$ cat config.mk
export PLATFORM = sky130hd
export DESIGN_NAME = powerful_number_test_top_flat
export DESIGN_NICKNAME = d
export VERILOG_FILES = /design/src/design/pnt_pkg.sv /design/src/design/pnt_in_if.sv /design/src/design/pnt_out_if.sv /design/src/design/powerful_number_test_top.sv /design/src/design/pnt_div.sv /design/src/design/pnt_root.sv /design/src/flat_wrapper.sv
export SDC_FILE = /design/constraint.sdc
export NUM_CORES = 2
export LEC_CHECK = 0
export ABC_AREA = 1
export BUFFER_PORTS_ARGS = -buffer_cell sky130_fd_sc_hd__buf_2
export CAP_MARGIN = 20
export CORE_MARGIN = 1
export CORE_UTILIZATION = 46
export DETAILED_ROUTE_END_ITERATION = 7
export GPL_TIMING_DRIVEN = 0
export SYNTH_ARGS = -nofsm -noshare
export SYNTH_HDL_FRONTEND = slang
export SYNTH_SLANG_ARGS = --single-unit
$ cat constraint.sdc
create_clock -name clk -period 19.6 [get_ports clk]
set_input_delay 1.96 -clock clk [delete_from_list [all_inputs] [get_ports clk]]
set_output_delay 1.96 -clock clk [all_outputs]
set_load 0.05 [all_outputs]
$ cat src/design/pnt_pkg.sv
// Shared constants, types and state codes for the powerful-number test.
package pnt_pkg;

  // Field and value widths.
  localparam int LO_W  = 64;
  localparam int HI_W  = 13;
  localparam int VAL_W = LO_W + HI_W;
  localparam int P_W   = 16;
  localparam int SQ_W  = 2 * P_W;

  // Trial divisors run over 2 and the odd numbers up to the largest prime below 2^16.
  localparam logic [P_W-1:0] FIRST_CAND = P_W'(2);
  localparam logic [P_W-1:0] LAST_CAND  = P_W'(65521);

  // Long divider: a fixed number of dividend bits is retired each cycle.
  localparam int DIV_BITS  = 8;
  localparam int DIV_STEPS = (VAL_W + DIV_BITS - 1) / DIV_BITS;
  localparam int DIV_PAD_W = DIV_STEPS * DIV_BITS;
  localparam int DIV_CNT_W = $clog2(DIV_STEPS);

  // Digit-by-digit root extraction widths.
  localparam int ROOT_Y_W  = (VAL_W + 1) / 2;
  localparam int ROOT_Y2_W = 2 * ((VAL_W + 2) / 3);
  localparam int ROOT_B_W  = ROOT_Y2_W + 4;
  localparam int ROOT_S_W  = $clog2(VAL_W);
  localparam logic [ROOT_S_W-1:0] SQ_TOP   = ROOT_S_W'(((VAL_W - 1) / 2) * 2);
  localparam logic [ROOT_S_W-1:0] CUBE_TOP = ROOT_S_W'(((VAL_W - 1) / 3) * 3);

  // Sequencer states.
  typedef enum logic [2:0] {
    S_IDLE,
    S_SQUARE,
    S_CHECK,
    S_DIV_GO,
    S_DIV_WAIT,
    S_ROOT_GO,
    S_ROOT_WAIT,
    S_FINISH
  } state_t;

  // Divider result toward the sequencer.
  typedef struct packed {
    logic             done;
    logic             rem_zero;
    logic [VAL_W-1:0] quot;
  } div_res_t;

  // Root unit result toward the sequencer.
  typedef struct packed {
    logic done;
    logic perfect;
  } root_res_t;

endpackage

$ cat src/design/pnt_in_if.sv
// Input channel: the value to test, split into a low and a high part.
interface pnt_in_if;
  logic                     valid;
  logic                     ready;
  logic [pnt_pkg::LO_W-1:0] value_low;
  logic [pnt_pkg::HI_W-1:0] value_high;

  modport source (output valid, value_low, value_high, input ready);
  modport sink   (input valid, value_low, value_high, output ready);
endinterface

$ cat src/design/pnt_out_if.sv
// Output channel: one flag per tested value.
interface pnt_out_if;
  logic valid;
  logic ready;
  logic is_powerful_flag;

  modport source (output valid, is_powerful_flag, input ready);
  modport sink   (input valid, is_powerful_flag, output ready);
endinterface

$ cat src/design/powerful_number_test_top.sv
// Powerful-number test: trial-division sequencer over a shared divider and root unit.
// Values 0 and 1 go straight to the finish state; otherwise each trial divisor costs one
// division plus one more each time it divides the value, and when all 32761 divisors are
// walked, a square root test and, if needed, a cube root test follow.
// Throughput: one value at a time; ready is high only while idle, and the result
// register frees the input side. Synchronous reset clears control; no tables to fill.
module powerful_number_test_top (
  input  logic        clk,
  input  logic        rst,
  pnt_in_if.sink      in_ch,
  pnt_out_if.source   out_ch
);

  localparam logic [pnt_pkg::P_W-1:0] P_TWO = pnt_pkg::P_W'(2);

  pnt_pkg::state_t                state;
  pnt_pkg::state_t                state_next;
  logic [pnt_pkg::VAL_W-1:0]      val;
  logic [pnt_pkg::VAL_W-1:0]      val_in;
  logic [pnt_pkg::P_W-1:0]        p;
  logic [pnt_pkg::SQ_W-1:0]       psq;
  logic [1:0]                     cnt;
  logic                           cube;
  logic                           result;
  logic                           out_valid;
  logic                           out_flag;
  logic                           in_ready;
  logic                           accept;
  logic                           div_start;
  logic                           root_start;
  logic                           load_ok;
  logic                           too_big;
  pnt_pkg::div_res_t              div_res;
  pnt_pkg::root_res_t             root_res;

  assign val_in = {in_ch.value_high, in_ch.value_low};
  assign accept = in_ch.valid && in_ready;
  // Remaining cofactor is below the square of the current divisor.
  assign too_big = (val[pnt_pkg::VAL_W-1:pnt_pkg::LO_W] == '0) &&
                   (pnt_pkg::LO_W'(psq) > val[pnt_pkg::LO_W-1:0]);

  pnt_div u_div (
    .clk      (clk),
    .rst      (rst),
    .start    (div_start),
    .dividend (val),
    .divisor  (p),
    .res      (div_res)
  );

  pnt_root u_root (
    .clk   (clk),
    .rst   (rst),
    .start (root_start),
    .cube  (cube),
    .value (val),
    .res   (root_res)
  );

  // Next state.
  always_comb begin
    state_next = state;
    unique case (state)
      pnt_pkg::S_IDLE: begin
        if (accept) begin
          state_next = (val_in <= pnt_pkg::VAL_W'(1)) ? pnt_pkg::S_FINISH : pnt_pkg::S_SQUARE;
        end
      end
      pnt_pkg::S_SQUARE: state_next = pnt_pkg::S_CHECK;
      pnt_pkg::S_CHECK:  state_next = too_big ? pnt_pkg::S_FINISH : pnt_pkg::S_DIV_GO;
      pnt_pkg::S_DIV_GO: state_next = pnt_pkg::S_DIV_WAIT;
      pnt_pkg::S_DIV_WAIT: begin
        if (div_res.done) begin
          priority if (div_res.rem_zero) begin
            state_next = pnt_pkg::S_DIV_GO;
          end else if (cnt == 2'd1) begin
            state_next = pnt_pkg::S_FINISH;
          end else if (cnt == 2'd2 && val == pnt_pkg::VAL_W'(1)) begin
            state_next = pnt_pkg::S_FINISH;
          end else if (p == pnt_pkg::LAST_CAND) begin
            state_next = pnt_pkg::S_ROOT_GO;
          end else begin
            state_next = pnt_pkg::S_SQUARE;
          end
        end
      end
      pnt_pkg::S_ROOT_GO: state_next = pnt_pkg::S_ROOT_WAIT;
      pnt_pkg::S_ROOT_WAIT: begin
        if (root_res.done) begin
          state_next = (root_res.perfect || cube) ? pnt_pkg::S_FINISH : pnt_pkg::S_ROOT_GO;
        end
      end
      pnt_pkg::S_FINISH: state_next = load_ok ? pnt_pkg::S_IDLE : pnt_pkg::S_FINISH;
      default: state_next = pnt_pkg::S_IDLE;
    endcase
  end

  // State decodes.
  always_comb begin
    in_ready   = (state == pnt_pkg::S_IDLE);
    div_start  = (state == pnt_pkg::S_DIV_GO);
    root_start = (state == pnt_pkg::S_ROOT_GO);
    load_ok    = (state == pnt_pkg::S_FINISH) && (!out_valid || out_ch.ready);
  end

  // Control registers and the result register.
  always_ff @(posedge clk) begin
    if (rst) begin
      state     <= pnt_pkg::S_IDLE;
      out_valid <= 1'b0;
    end else begin
      state     <= state_next;
      out_valid <= load_ok || (out_valid && !out_ch.ready);
    end
  end

  // Working value, divisor, its square, factor count, root mode, result and output flag.
  always_ff @(posedge clk) begin
    if (load_ok) begin
      out_flag <= result;
    end
    unique case (state)
      pnt_pkg::S_IDLE: begin
        if (accept) begin
          val    <= val_in;
          result <= (val_in == pnt_pkg::VAL_W'(1));
          p      <= pnt_pkg::FIRST_CAND;
          cnt    <= 2'd0;
          cube   <= 1'b0;
        end
      end
      pnt_pkg::S_SQUARE: psq <= {{pnt_pkg::P_W{1'b0}}, p} * {{pnt_pkg::P_W{1'b0}}, p};
      pnt_pkg::S_CHECK: begin
        if (too_big) begin
          result <= 1'b0;
        end
      end
      pnt_pkg::S_DIV_WAIT: begin
        if (div_res.done) begin
          priority if (div_res.rem_zero) begin
            val <= div_res.quot;
            cnt <= (cnt == 2'd0) ? 2'd1 : 2'd2;
          end else if (cnt == 2'd1) begin
            result <= 1'b0;
          end else if (cnt == 2'd2 && val == pnt_pkg::VAL_W'(1)) begin
            result <= 1'b1;
          end else begin
            cnt <= 2'd0;
            p   <= (p == pnt_pkg::FIRST_CAND) ? p + 1'b1 : p + P_TWO;
          end
        end
      end
      pnt_pkg::S_ROOT_WAIT: begin
        if (root_res.done) begin
          priority if (root_res.perfect) begin
            result <= 1'b1;
          end else if (!cube) begin
            cube <= 1'b1;
          end else begin
            result <= 1'b0;
          end
        end
      end
      default: begin
      end
    endcase
  end

  assign in_ch.ready             = in_ready;
  assign out_ch.valid            = out_valid;
  assign out_ch.is_powerful_flag = out_flag;

  // A division is never started with a divisor below two.
  a_div_divisor: assert property (@(posedge clk) disable iff (rst)
    div_start |-> p >= pnt_pkg::FIRST_CAND)
    else $error("division started with a divisor below two");

  // Trial division only runs on a cofactor above one.
  a_check_val: assert property (@(posedge clk) disable iff (rst)
    state == pnt_pkg::S_CHECK |-> val > pnt_pkg::VAL_W'(1))
    else $error("trial division on a cofactor of zero or one");

  // A factor seen exactly once ends the test with a zero result.
  a_single_factor: assert property (@(posedge clk) disable iff (rst)
    (state == pnt_pkg::S_DIV_WAIT && div_res.done && !div_res.rem_zero && cnt == 2'd1)
    |=> (state == pnt_pkg::S_FINISH && !result))
    else $error("single prime factor not reported as not powerful");

  // A result beat appears only out of the finish state.
  a_out_source: assert property (@(posedge clk) disable iff (rst)
    $rose(out_valid) |-> $past(state) == pnt_pkg::S_FINISH)
    else $error("result beat raised outside the finish state");

endmodule

$ cat src/design/pnt_div.sv
// Multi-cycle long divider: value by a 16-bit divisor, quotient and a zero-remainder flag.
module pnt_div (
  input  logic                       clk,
  input  logic                       rst,
  input  logic                       start,
  input  logic [pnt_pkg::VAL_W-1:0]  dividend,
  input  logic [pnt_pkg::P_W-1:0]    divisor,
  output pnt_pkg::div_res_t          res
);

  logic                                busy;
  logic                                done;
  logic [pnt_pkg::DIV_CNT_W-1:0]       cnt;
  logic [pnt_pkg::DIV_PAD_W-1:0]       num;
  logic [pnt_pkg::DIV_PAD_W-1:0]       quo;
  logic [pnt_pkg::P_W-1:0]             rem;
  logic [pnt_pkg::P_W-1:0]             dvs;
  logic [pnt_pkg::DIV_PAD_W-1:0]       num_next;
  logic [pnt_pkg::DIV_PAD_W-1:0]       quo_next;
  logic [pnt_pkg::P_W-1:0]             rem_next;

  // Retire one group of dividend bits by restoring compare and subtract.
  always_comb begin
    logic [pnt_pkg::P_W:0] t;
    rem_next = rem;
    num_next = num;
    quo_next = quo;
    for (int k = 0; k < pnt_pkg::DIV_BITS; k++) begin
      t        = {rem_next, num_next[pnt_pkg::DIV_PAD_W-1]};
      num_next = num_next << 1;
      if (t >= {1'b0, dvs}) begin
        t        = t - {1'b0, dvs};
        quo_next = {quo_next[pnt_pkg::DIV_PAD_W-2:0], 1'b1};
      end else begin
        quo_next = {quo_next[pnt_pkg::DIV_PAD_W-2:0], 1'b0};
      end
      rem_next = t[pnt_pkg::P_W-1:0];
    end
  end

  // Control: busy until the step counter reaches its last step, then a one-cycle done.
  always_ff @(posedge clk) begin
    if (rst) begin
      busy <= 1'b0;
      done <= 1'b0;
      cnt  <= '0;
    end else begin
      done <= 1'b0;
      if (start) begin
        busy <= 1'b1;
        cnt  <= '0;
      end else if (busy) begin
        if (cnt == pnt_pkg::DIV_CNT_W'(pnt_pkg::DIV_STEPS - 1)) begin
          busy <= 1'b0;
          done <= 1'b1;
        end
        cnt <= cnt + 1'b1;
      end
    end
  end

  // Datapath registers.
  always_ff @(posedge clk) begin
    if (start) begin
      num <= {{(pnt_pkg::DIV_PAD_W - pnt_pkg::VAL_W){1'b0}}, dividend};
      quo <= '0;
      rem <= '0;
      dvs <= divisor;
    end else if (busy) begin
      num <= num_next;
      quo <= quo_next;
      rem <= rem_next;
    end
  end

  assign res.done     = done;
  assign res.rem_zero = (rem == '0);
  assign res.quot     = quo[pnt_pkg::VAL_W-1:0];

endmodule

$ cat src/design/pnt_root.sv
// Exact integer square or cube root by digit recurrence; flags a perfect power.
module pnt_root (
  input  logic                      clk,
  input  logic                      rst,
  input  logic                      start,
  input  logic                      cube,
  input  logic [pnt_pkg::VAL_W-1:0] value,
  output pnt_pkg::root_res_t        res
);

  logic                              busy;
  logic                              phase;
  logic                              done;
  logic                              perfect;
  logic                              mode;
  logic [pnt_pkg::ROOT_S_W-1:0]      s;
  logic [pnt_pkg::VAL_W-1:0]         x;
  logic [pnt_pkg::ROOT_Y_W-1:0]      y;
  logic [pnt_pkg::ROOT_Y2_W-1:0]     y2;
  logic [pnt_pkg::ROOT_B_W-1:0]      b;
  logic [pnt_pkg::ROOT_Y_W-1:0]      y_dbl;
  logic [pnt_pkg::ROOT_Y2_W-1:0]     y2_dbl;
  logic [pnt_pkg::ROOT_B_W-1:0]      sum;
  logic [pnt_pkg::ROOT_B_W-1:0]      b_next;
  logic [pnt_pkg::VAL_W-1:0]         x_top;
  logic [pnt_pkg::VAL_W-1:0]         b_wide;
  logic                              take;
  logic [pnt_pkg::VAL_W-1:0]         x_next;

  // First half of a step: double the partial root and form the increment.
  always_comb begin
    y_dbl  = y << 1;
    y2_dbl = y2 << 2;
    sum    = pnt_pkg::ROOT_B_W'(y2_dbl) + pnt_pkg::ROOT_B_W'(y_dbl);
    if (mode) begin
      b_next = (sum << 1) + sum + pnt_pkg::ROOT_B_W'(1);
    end else begin
      b_next = (pnt_pkg::ROOT_B_W'(y_dbl) << 1) + pnt_pkg::ROOT_B_W'(1);
    end
  end

  // Second half: compare the shifted remainder and subtract when it fits.
  always_comb begin
    x_top  = x >> s;
    b_wide = pnt_pkg::VAL_W'(b);
    take   = (x_top >= b_wide);
    x_next = take ? (x - (b_wide << s)) : x;
  end

  // Control and datapath.
  always_ff @(posedge clk) begin
    if (rst) begin
      busy <= 1'b0;
      done <= 1'b0;
    end else begin
      done <= 1'b0;
      if (start) begin
        busy <= 1'b1;
      end else if (busy && phase && s == '0) begin
        busy <= 1'b0;
        done <= 1'b1;
      end
    end
  end

  always_ff @(posedge clk) begin
    if (start) begin
      x     <= value;
      y     <= '0;
      y2    <= '0;
      mode  <= cube;
      phase <= 1'b0;
      s     <= cube ? pnt_pkg::CUBE_TOP : pnt_pkg::SQ_TOP;
    end else if (busy) begin
      if (!phase) begin
        y     <= y_dbl;
        y2    <= y2_dbl;
        b     <= b_next;
        phase <= 1'b1;
      end else begin
        x <= x_next;
        if (take) begin
          y  <= y + 1'b1;
          y2 <= y2 + pnt_pkg::ROOT_Y2_W'({y, 1'b1});
        end
        perfect <= (x_next == '0);
        phase   <= 1'b0;
        s       <= s - (mode ? pnt_pkg::ROOT_S_W'(3) : pnt_pkg::ROOT_S_W'(2));
      end
    end
  end

  assign res.done    = done;
  assign res.perfect = perfect;

endmodule

$ cat src/flat_wrapper.sv
// flat-port wrapper written by rule: the top's interface ports become plain ports
module powerful_number_test_top_flat 
  (clk, rst, in_ch_valid, in_ch_value_low, in_ch_value_high, in_ch_ready, out_ch_valid, out_ch_is_powerful_flag, out_ch_ready);
  pnt_in_if in_ch_i ();
  pnt_out_if out_ch_i ();
  input  logic clk;
  input  logic rst;
  input wire logic [$bits(in_ch_i.valid)-1:0] in_ch_valid;
  input wire logic [$bits(in_ch_i.value_low)-1:0] in_ch_value_low;
  input wire logic [$bits(in_ch_i.value_high)-1:0] in_ch_value_high;
  output wire logic [$bits(in_ch_i.ready)-1:0] in_ch_ready;
  output wire logic [$bits(out_ch_i.valid)-1:0] out_ch_valid;
  output wire logic [$bits(out_ch_i.is_powerful_flag)-1:0] out_ch_is_powerful_flag;
  input wire logic [$bits(out_ch_i.ready)-1:0] out_ch_ready;
  assign in_ch_i.valid = in_ch_valid;
  assign in_ch_i.value_low = in_ch_value_low;
  assign in_ch_i.value_high = in_ch_value_high;
  assign in_ch_ready = in_ch_i.ready;
  assign out_ch_valid = out_ch_i.valid;
  assign out_ch_is_powerful_flag = out_ch_i.is_powerful_flag;
  assign out_ch_i.ready = out_ch_ready;
  powerful_number_test_top u_core (.clk(clk), .rst(rst), .in_ch(in_ch_i), .out_ch(out_ch_i));
endmodule
== After elaboration in Yosys (flattened, before gate mapping) ==
Index checks and enable logic that the tools add are counted.

* Add/sub/neg operators: 19
* Multiply operators: 1
* $lt $le $gt $ge: 11
* Equality and inequality tests: 28
* Shift-type cells: 2
* Multiplexer cells: 84
* Bitwise gates (word level): 3
* Reduce and logical (&&, ||, !) cells: 38

{| class="wikitable"
|+ Operators by type and width
! cell !! count
|-
| 77-bit 2-to-1 mux || 9
|-
| 16-bit 2-to-1 mux || 14
|-
| 77-bit by 1-bit == test with 1-bit output, second input constant || 2
|-
| 77-bit one-hot mux with 2 select lines || 1
|-
| 17-bit by 16-bit >= comparator with 1-bit output || 8
|-
| 16-bit subtractor || 8
|-
| 52-bit 2-to-1 mux || 2
|-
| 39-bit 2-to-1 mux || 2
|-
| 77-bit by 56-bit >= comparator with 1-bit output || 1
|-
| 77-bit by 1-bit <= comparator with 1-bit output, second input constant || 1
|-
| 77-bit logical NOT || 1
|-
| 56-bit by 7-bit left shift with 77-bit output || 1
|-
| 77-bit by 7-bit right shift with 77-bit output || 1
|-
| 77-bit subtractor || 1
|-
| 32-bit by 64-bit greater-than comparator with 1-bit output || 1
|-
| 55-bit by 1-bit adder with 56-bit output, second input constant || 1
|-
| 56-bit 2-to-1 mux || 1
|-
| 54-bit by 53-bit adder with 55-bit output || 1
|-
| 52-bit by 39-bit adder with 53-bit output || 1
|-
| 52-bit by 40-bit adder with 52-bit output || 1
|-
| 40-bit by 1-bit adder with 41-bit output, second input constant || 1
|-
| 39-bit by 1-bit adder with 39-bit output, second input constant || 1
|-
| 3-bit 2-to-1 mux || 11
|-
| 16-bit by 16-bit multiplier with 32-bit output || 1
|-
| other kinds (43) || 114
|}

* Register bits: 565
* Input port bits: 81
* Output and inout bits: 3
* Logic and storage cells: 213

== Depth between registers and ports, before layout ==
* Word-level depth: 16
* Mapped depth: 125
* Mapped depth without buffers: 116

== Hierarchy ==
From an unflattened synthesis, not the netlist that was laid out.

* Cell total of the unflattened synthesis: 9,506
* Area, all modules: 63,633.5 sq um

{| class="wikitable"
|+ Modules (own cells, without submodules)
! module !! instances !! cells each !! area an instance (sq um) !! sequential area each (sq um)
|-
| pnt_root || 1 || 5,656 || 33,891.3 || 6,045.8
|-
| pnt_div || 1 || 2,059 || 14,991.9 || 4,834.6
|-
| powerful_number_test_top || 1 || 1,791 || 14,750.4 || 3,953.8
|}

== Worst setup path before layout ==
Ideal clock, no wire load.

* Kind: reg-to-reg
* Start point: register u_core.u_div.dvs[1] (netlist name)
* End point: register u_core.u_div.rem[0] (netlist name)
* Data arrival time: 16.478 ns
* Data required time: 19.478 ns
* Slack: 3.001 ns
* Stages on the path, launching flop included: 122
* Period minus slack after synthesis: 16.599 ns
* Cells stage by stage: edfxtp_1 -> inv_1 -> ha_1 -> nand2_1 -> nor2_1 -> nand2_1 -> nand3_1 -> nand2_1 -> nand2_2 -> a21oi_2 -> buf_2 -> or2_2 -> o21ai_0 -> ha_1 -> nand2_1 -> o21ai_2 -> nand3_1 -> nand2_1 -> [86 not listed] -> nand2_1 -> nand2_1 -> a21oi_1 -> o21ai_0 -> a21boi_0 -> o21ai_0 -> a21boi_0 -> nor2_1 -> o21ai_0 -> nand2_1 -> nand2_1 -> o311ai_0 -> inv_1 -> nand3_4 -> buf_6 -> nand2_1 -> nand3_1 -> o21ai_1

* Longest elaborated chain between the ends: 16
* Elaborated cells on any way between the ends: 23
* Classes of those cells: add/sub: 7; order compare: 8; mux: 8

{| class="wikitable"
|+ RTL lines
! what !! line !! source
|-
| from (decl) || pnt_div.sv:17 || <nowiki>logic [pnt_pkg::P_W-1:0] dvs;</nowiki>
|-
| from (signal assigned) || pnt_div.sv:68 || <nowiki>dvs <= divisor;</nowiki>
|-
| 16-bit subtractor or 17-bit by 16-bit >= comparator with 1-bit output (tied branches) || pnt_div.sv:32, pnt_div.sv:31 ||
|-
| 16-bit 2-to-1 mux || pnt_div.sv:31 || <nowiki>if (t >= {1'b0, dvs}) begin</nowiki>
|-
| 16-bit subtractor or 17-bit by 16-bit >= comparator with 1-bit output (tied branches) || pnt_div.sv:32, pnt_div.sv:31 ||
|-
| 16-bit 2-to-1 mux || pnt_div.sv:31 ||
|-
| 16-bit subtractor or 17-bit by 16-bit >= comparator with 1-bit output (tied branches) || pnt_div.sv:32, pnt_div.sv:31 ||
|-
| 16-bit 2-to-1 mux || pnt_div.sv:31 ||
|-
| 16-bit subtractor or 17-bit by 16-bit >= comparator with 1-bit output (tied branches) || pnt_div.sv:32, pnt_div.sv:31 ||
|-
| 16-bit 2-to-1 mux || pnt_div.sv:31 ||
|-
| 16-bit subtractor or 17-bit by 16-bit >= comparator with 1-bit output (tied branches) || pnt_div.sv:32, pnt_div.sv:31 ||
|-
| 16-bit 2-to-1 mux || pnt_div.sv:31 ||
|-
| 16-bit subtractor or 17-bit by 16-bit >= comparator with 1-bit output (tied branches) || pnt_div.sv:32, pnt_div.sv:31 ||
|-
| 16-bit 2-to-1 mux || pnt_div.sv:31 ||
|-
| 16-bit subtractor or 17-bit by 16-bit >= comparator with 1-bit output (tied branches) || pnt_div.sv:32, pnt_div.sv:31 ||
|-
| 16-bit 2-to-1 mux || pnt_div.sv:31 ||
|-
| 17-bit by 16-bit >= comparator with 1-bit output * || pnt_div.sv:31 ||
|-
| 16-bit 2-to-1 mux * || pnt_div.sv:31 ||
|-
| to (signal assigned) || pnt_div.sv:72 || <nowiki>rem <= rem_next;</nowiki>
|-
| to (decl) || pnt_div.sv:16 || <nowiki>logic [pnt_pkg::P_W-1:0] rem;</nowiki>
|}

Every way passes the cells marked *; elsewhere a longest branch is shown, timed or not.
A chain may end at the register's enable or synchronous reset.

== Worst setup path after layout ==
* Start point: register u_core.u_div.dvs[0] (netlist name)
* End point: register u_core.u_div.rem[0] (netlist name)

* Longest elaborated chain between the ends: 16
* Elaborated cells on any way between the ends: 24
* Classes of those cells: add/sub: 8; order compare: 8; mux: 8

{| class="wikitable"
|+ RTL lines
! what !! line
|-
| 16-bit subtractor or 17-bit by 16-bit >= comparator with 1-bit output (tied branches) || pnt_div.sv:32, pnt_div.sv:31
|-
| 16-bit 2-to-1 mux || pnt_div.sv:31
|-
| 16-bit subtractor or 17-bit by 16-bit >= comparator with 1-bit output (tied branches) || pnt_div.sv:32, pnt_div.sv:31
|-
| 16-bit 2-to-1 mux || pnt_div.sv:31
|-
| 16-bit subtractor or 17-bit by 16-bit >= comparator with 1-bit output (tied branches) || pnt_div.sv:32, pnt_div.sv:31
|-
| 16-bit 2-to-1 mux || pnt_div.sv:31
|-
| 16-bit subtractor or 17-bit by 16-bit >= comparator with 1-bit output (tied branches) || pnt_div.sv:32, pnt_div.sv:31
|-
| 16-bit 2-to-1 mux || pnt_div.sv:31
|-
| 16-bit subtractor or 17-bit by 16-bit >= comparator with 1-bit output (tied branches) || pnt_div.sv:32, pnt_div.sv:31
|-
| 16-bit 2-to-1 mux || pnt_div.sv:31
|-
| 16-bit subtractor or 17-bit by 16-bit >= comparator with 1-bit output (tied branches) || pnt_div.sv:32, pnt_div.sv:31
|-
| 16-bit 2-to-1 mux || pnt_div.sv:31
|-
| 16-bit subtractor or 17-bit by 16-bit >= comparator with 1-bit output (tied branches) || pnt_div.sv:32, pnt_div.sv:31
|-
| 16-bit 2-to-1 mux || pnt_div.sv:31
|-
| 17-bit by 16-bit >= comparator with 1-bit output || pnt_div.sv:31
|-
| 16-bit 2-to-1 mux * || pnt_div.sv:31
|}

Marks and branches as above.

==> impl_metrics.ini <==
[worst_setup_path]
start_kind = flip-flop
crit_path_frequent_cell = nand2_1
required_ps = 20160
cp_slowest_cell = edfxtp_1
cp.arrival_ps = 18830
critical_path_class = flip-flop to flip-flop
path_max_fanout = 10
critical-path-max-stage-delay_ps = 650
critPathCaptureType = flip-flop

[synth]
synthDistinctLibCells = 72
synth_area_leader_cell = edfxtp_1
synth_edf_count = 362
synth-adder-area-share_pct = 16.7
ys.flop_type = edfxtp_1
synth_top_area_share_pct = 17.9
synth_xor_area_share_pct = 4.60
syn_avg_cell_area_sq_um = 6.93
synthesis.nets = 9523
ys_ff_latch = 560
synth_top_family_by_area = simple AND/OR/NAND/NOR gates
ys_warn_count = 0
syn_area_sq_um = 60600
synth_compound_area_share_pct = 19.4
yosysSeqAreaShare_pct = 24.5
synthSimpleGateAreaFrac_pct = 23.3
synthMuxAreaShare_pct = 1.70
syn_inst = 8737
synthTopCellsByArea = edfxtp_1, nand2_1, ha_1
synthArstFlopShare_pct = 0

[status]
outcome = finished clean

[detailed_routing]
routed_via_density = 5.84
drt_iter0_drc = 6873
wire_per_inst_um = 24.1
antenna_left = 0
routed_wl_um = 259000
drc = 0
first_pass_iters = 7
vias = 62700

[final_layout]
synthToLayoutAreaGrowth_pct = 9.13
fin_util_pct = 50.8
fin_area_sq_um = 66100
n_fill_cell = 13400
drive_above_1_share_pct = 4.87
finalNonFillerCells = 10700
finalNetCount = 9724

[timing]
skew_ps = 80.0
drv_slew = 0
setup_viol = 0
fin_crit_ps = 18270
finalCritPeriodShare_pct = 93.2
hold_violations = 0
maxSlewHeadroom_pct = 15.6
fmax_mhz = 54.7
max_slew.worst_pin.slew_ps = 1250
setup-tns-final_ps = 0

[clock_tree]
clock_latency_ps = 710
numCtsBuffers = 66
clk_pin_slew_ps = 60
clock_sinks = 560
cts.hold.buffers_added = 0
root_buffer = clkbuf_16
cts_buffer_depth = 3
htree_levels = 3
cts_tree = yes

[global_routing]
grt_pass1_wl_um = 375000
grt_pass1_vias = 57900
antenna_found_initial = 11
grt_overflow = 0
grt_usage_pct = 38.1
grt_max_degree = 86

[run]
cap_violations = 0

[place]
port_buffers = 83
place_area_sq_um = 63400
placedCellCount = 10600
post-dp-hpwl_um = 216000
gp_congestion = 1.11

[die]
die_w_um = 365
ios = 84
die_y_um = 365
core_sq_um = 130000
start_util_pct = 46.5
num_rows = 132
die_area_sq_um = 133000

[min_path]
hp-class = flip-flop to flip-flop
-- what timing repair did --
item,4_1_cts,5_1_grt
gates cloned,0,0
setup endpoints to repair,17,17
setup buffers,20,17
resized for setup,26,57
pin swaps,2,16
-- cell type report --
cell class              count  area [sq um]  area share [%]
diodes                      6          15.0          0.0227
plain buffers             336          1490            2.26
clock buffers              93          1830            2.77
clock inverters            29           368           0.556
inverters                1182          4510            6.82
multi-input cells        6659         40000            60.5
flip-flops and latches    560         14800            22.4
well taps                1742          2180            3.30
repair buffers            133           888            1.34
-- metal layers --
| metal | wire length [um] | part of all wire, % | GRT usage (%) | vias up |
|---|---|---|---|---|
| met5 | 76 | 0.029 | 0 | - |
| met2 | 110000 | 42 | 57.6 | 2745 |
| met4 | 13000 | 5.0 | 16.8 | 12 |
| li1 | - | - | - | 29800 |
| met1 | 112000 | 43 | 52.3 | 29700 |
| met3 | 24200 | 9.3 | 7.58 | 520 |
-- sequential cells by signal, indices dropped and copies added, names as in the netlist, 2 cells and up --
signal / count
u_core.psq: 31
u_core.u_div.rem: 16
u_core.u_root.y2: 50
u_core.cnt: 2
u_core.u_root.b: 54
u_core.u_div.num: 80
u_core.p: 16
u_core.u_div.dvs: 16
u_core.u_root.y: 39
u_core.u_div.cnt: 4
u_core.u_div.quo: 77
u_core.state: 3
u_core.val: 77
u_core.u_root.s: 7
u_core.u_root.x: 77
-- synth_stat cells, drive strengths merged, types with 70 or more instances --
cell type     n
inv        1174
a21oi       623
clkbuf      209
nand4        70
nand2      2283
mux2i       103
fa          176
dfxtp       198
ha          529
nand3       305
xnor2       128
nor2        554
nor4         71
nor3         81
buf         127
xor2        190
a31oi        91
edfxtp      362
o21ai       950
a22oi       104
-- worst paths after layout --
| check | end | from | depth (start not counted) | slack, ps |
|---|---|---|---|---|
| setup / recovery | u_core.u_div.rem[0] | u_core.u_div.dvs[0] | 114 | 1330 |
| hold / removal | u_core.out_ch.is_powerful_flag | u_core.result | 0 | 430 |
| setup reg to reg | u_core.u_div.rem[0] | u_core.u_div.dvs[0] | 114 | 1330 |
| hold reg to reg | u_core.out_ch.is_powerful_flag | u_core.result | 0 | 430 |
-- worst max-delay path, delay by kind of cell, from the launching register on --
kind	cells	cell delay [ps]
xor+xnor	1	120
fa+ha+maj	9	2970
flops	1	650
compound gates	39	6540
buf+inv	17	2250
simple gates	48	5500
-- stage by stage --
| step | hold WS [ps] | setup slack [ps] |
|---|---|---|
| CTS | 431 | 7.65 |
| floorplan | 400 | 3000 |
| finish | 431 | 1330 |
| global route | 434 | -80.9 |
| detailed placement | 406 | -1600 |
| global placement | 404 | -1340 |
-- placed cells by master, fill, tap and decap left out, types with 37 or more instances in the layout --
cell type,count
nand2_1,2270
inv_1,1143
o21ai_0,839
a21oi_1,619
nor2_1,544
ha_1,528
edfxtp_1,362
nand3_1,296
clkbuf_1,226
dfxtp_1,198
xor2_1,190
fa_1,176
xnor2_1,128
buf_2,124
a22oi_1,104
mux2i_1,103
o21ai_1,101
a31oi_1,89
nor3_1,77
nor4_1,71
nand4_1,69
clkbuf_16,67
buf_1,57
o22ai_1,51
buf_4,49
or2_2,42
o21a_1,37
-- logic make-up after synthesis --
family          Yosys count
compound gates         2093
xor+xnor                318
fa+ha+maj               705
buf+inv                1518
flops                   560
mux                     103
simple gates           3440
Power is left out: the tool's default activity adds up to more than one toggle a clock period on the data nets, which glitch-free logic cannot reach.
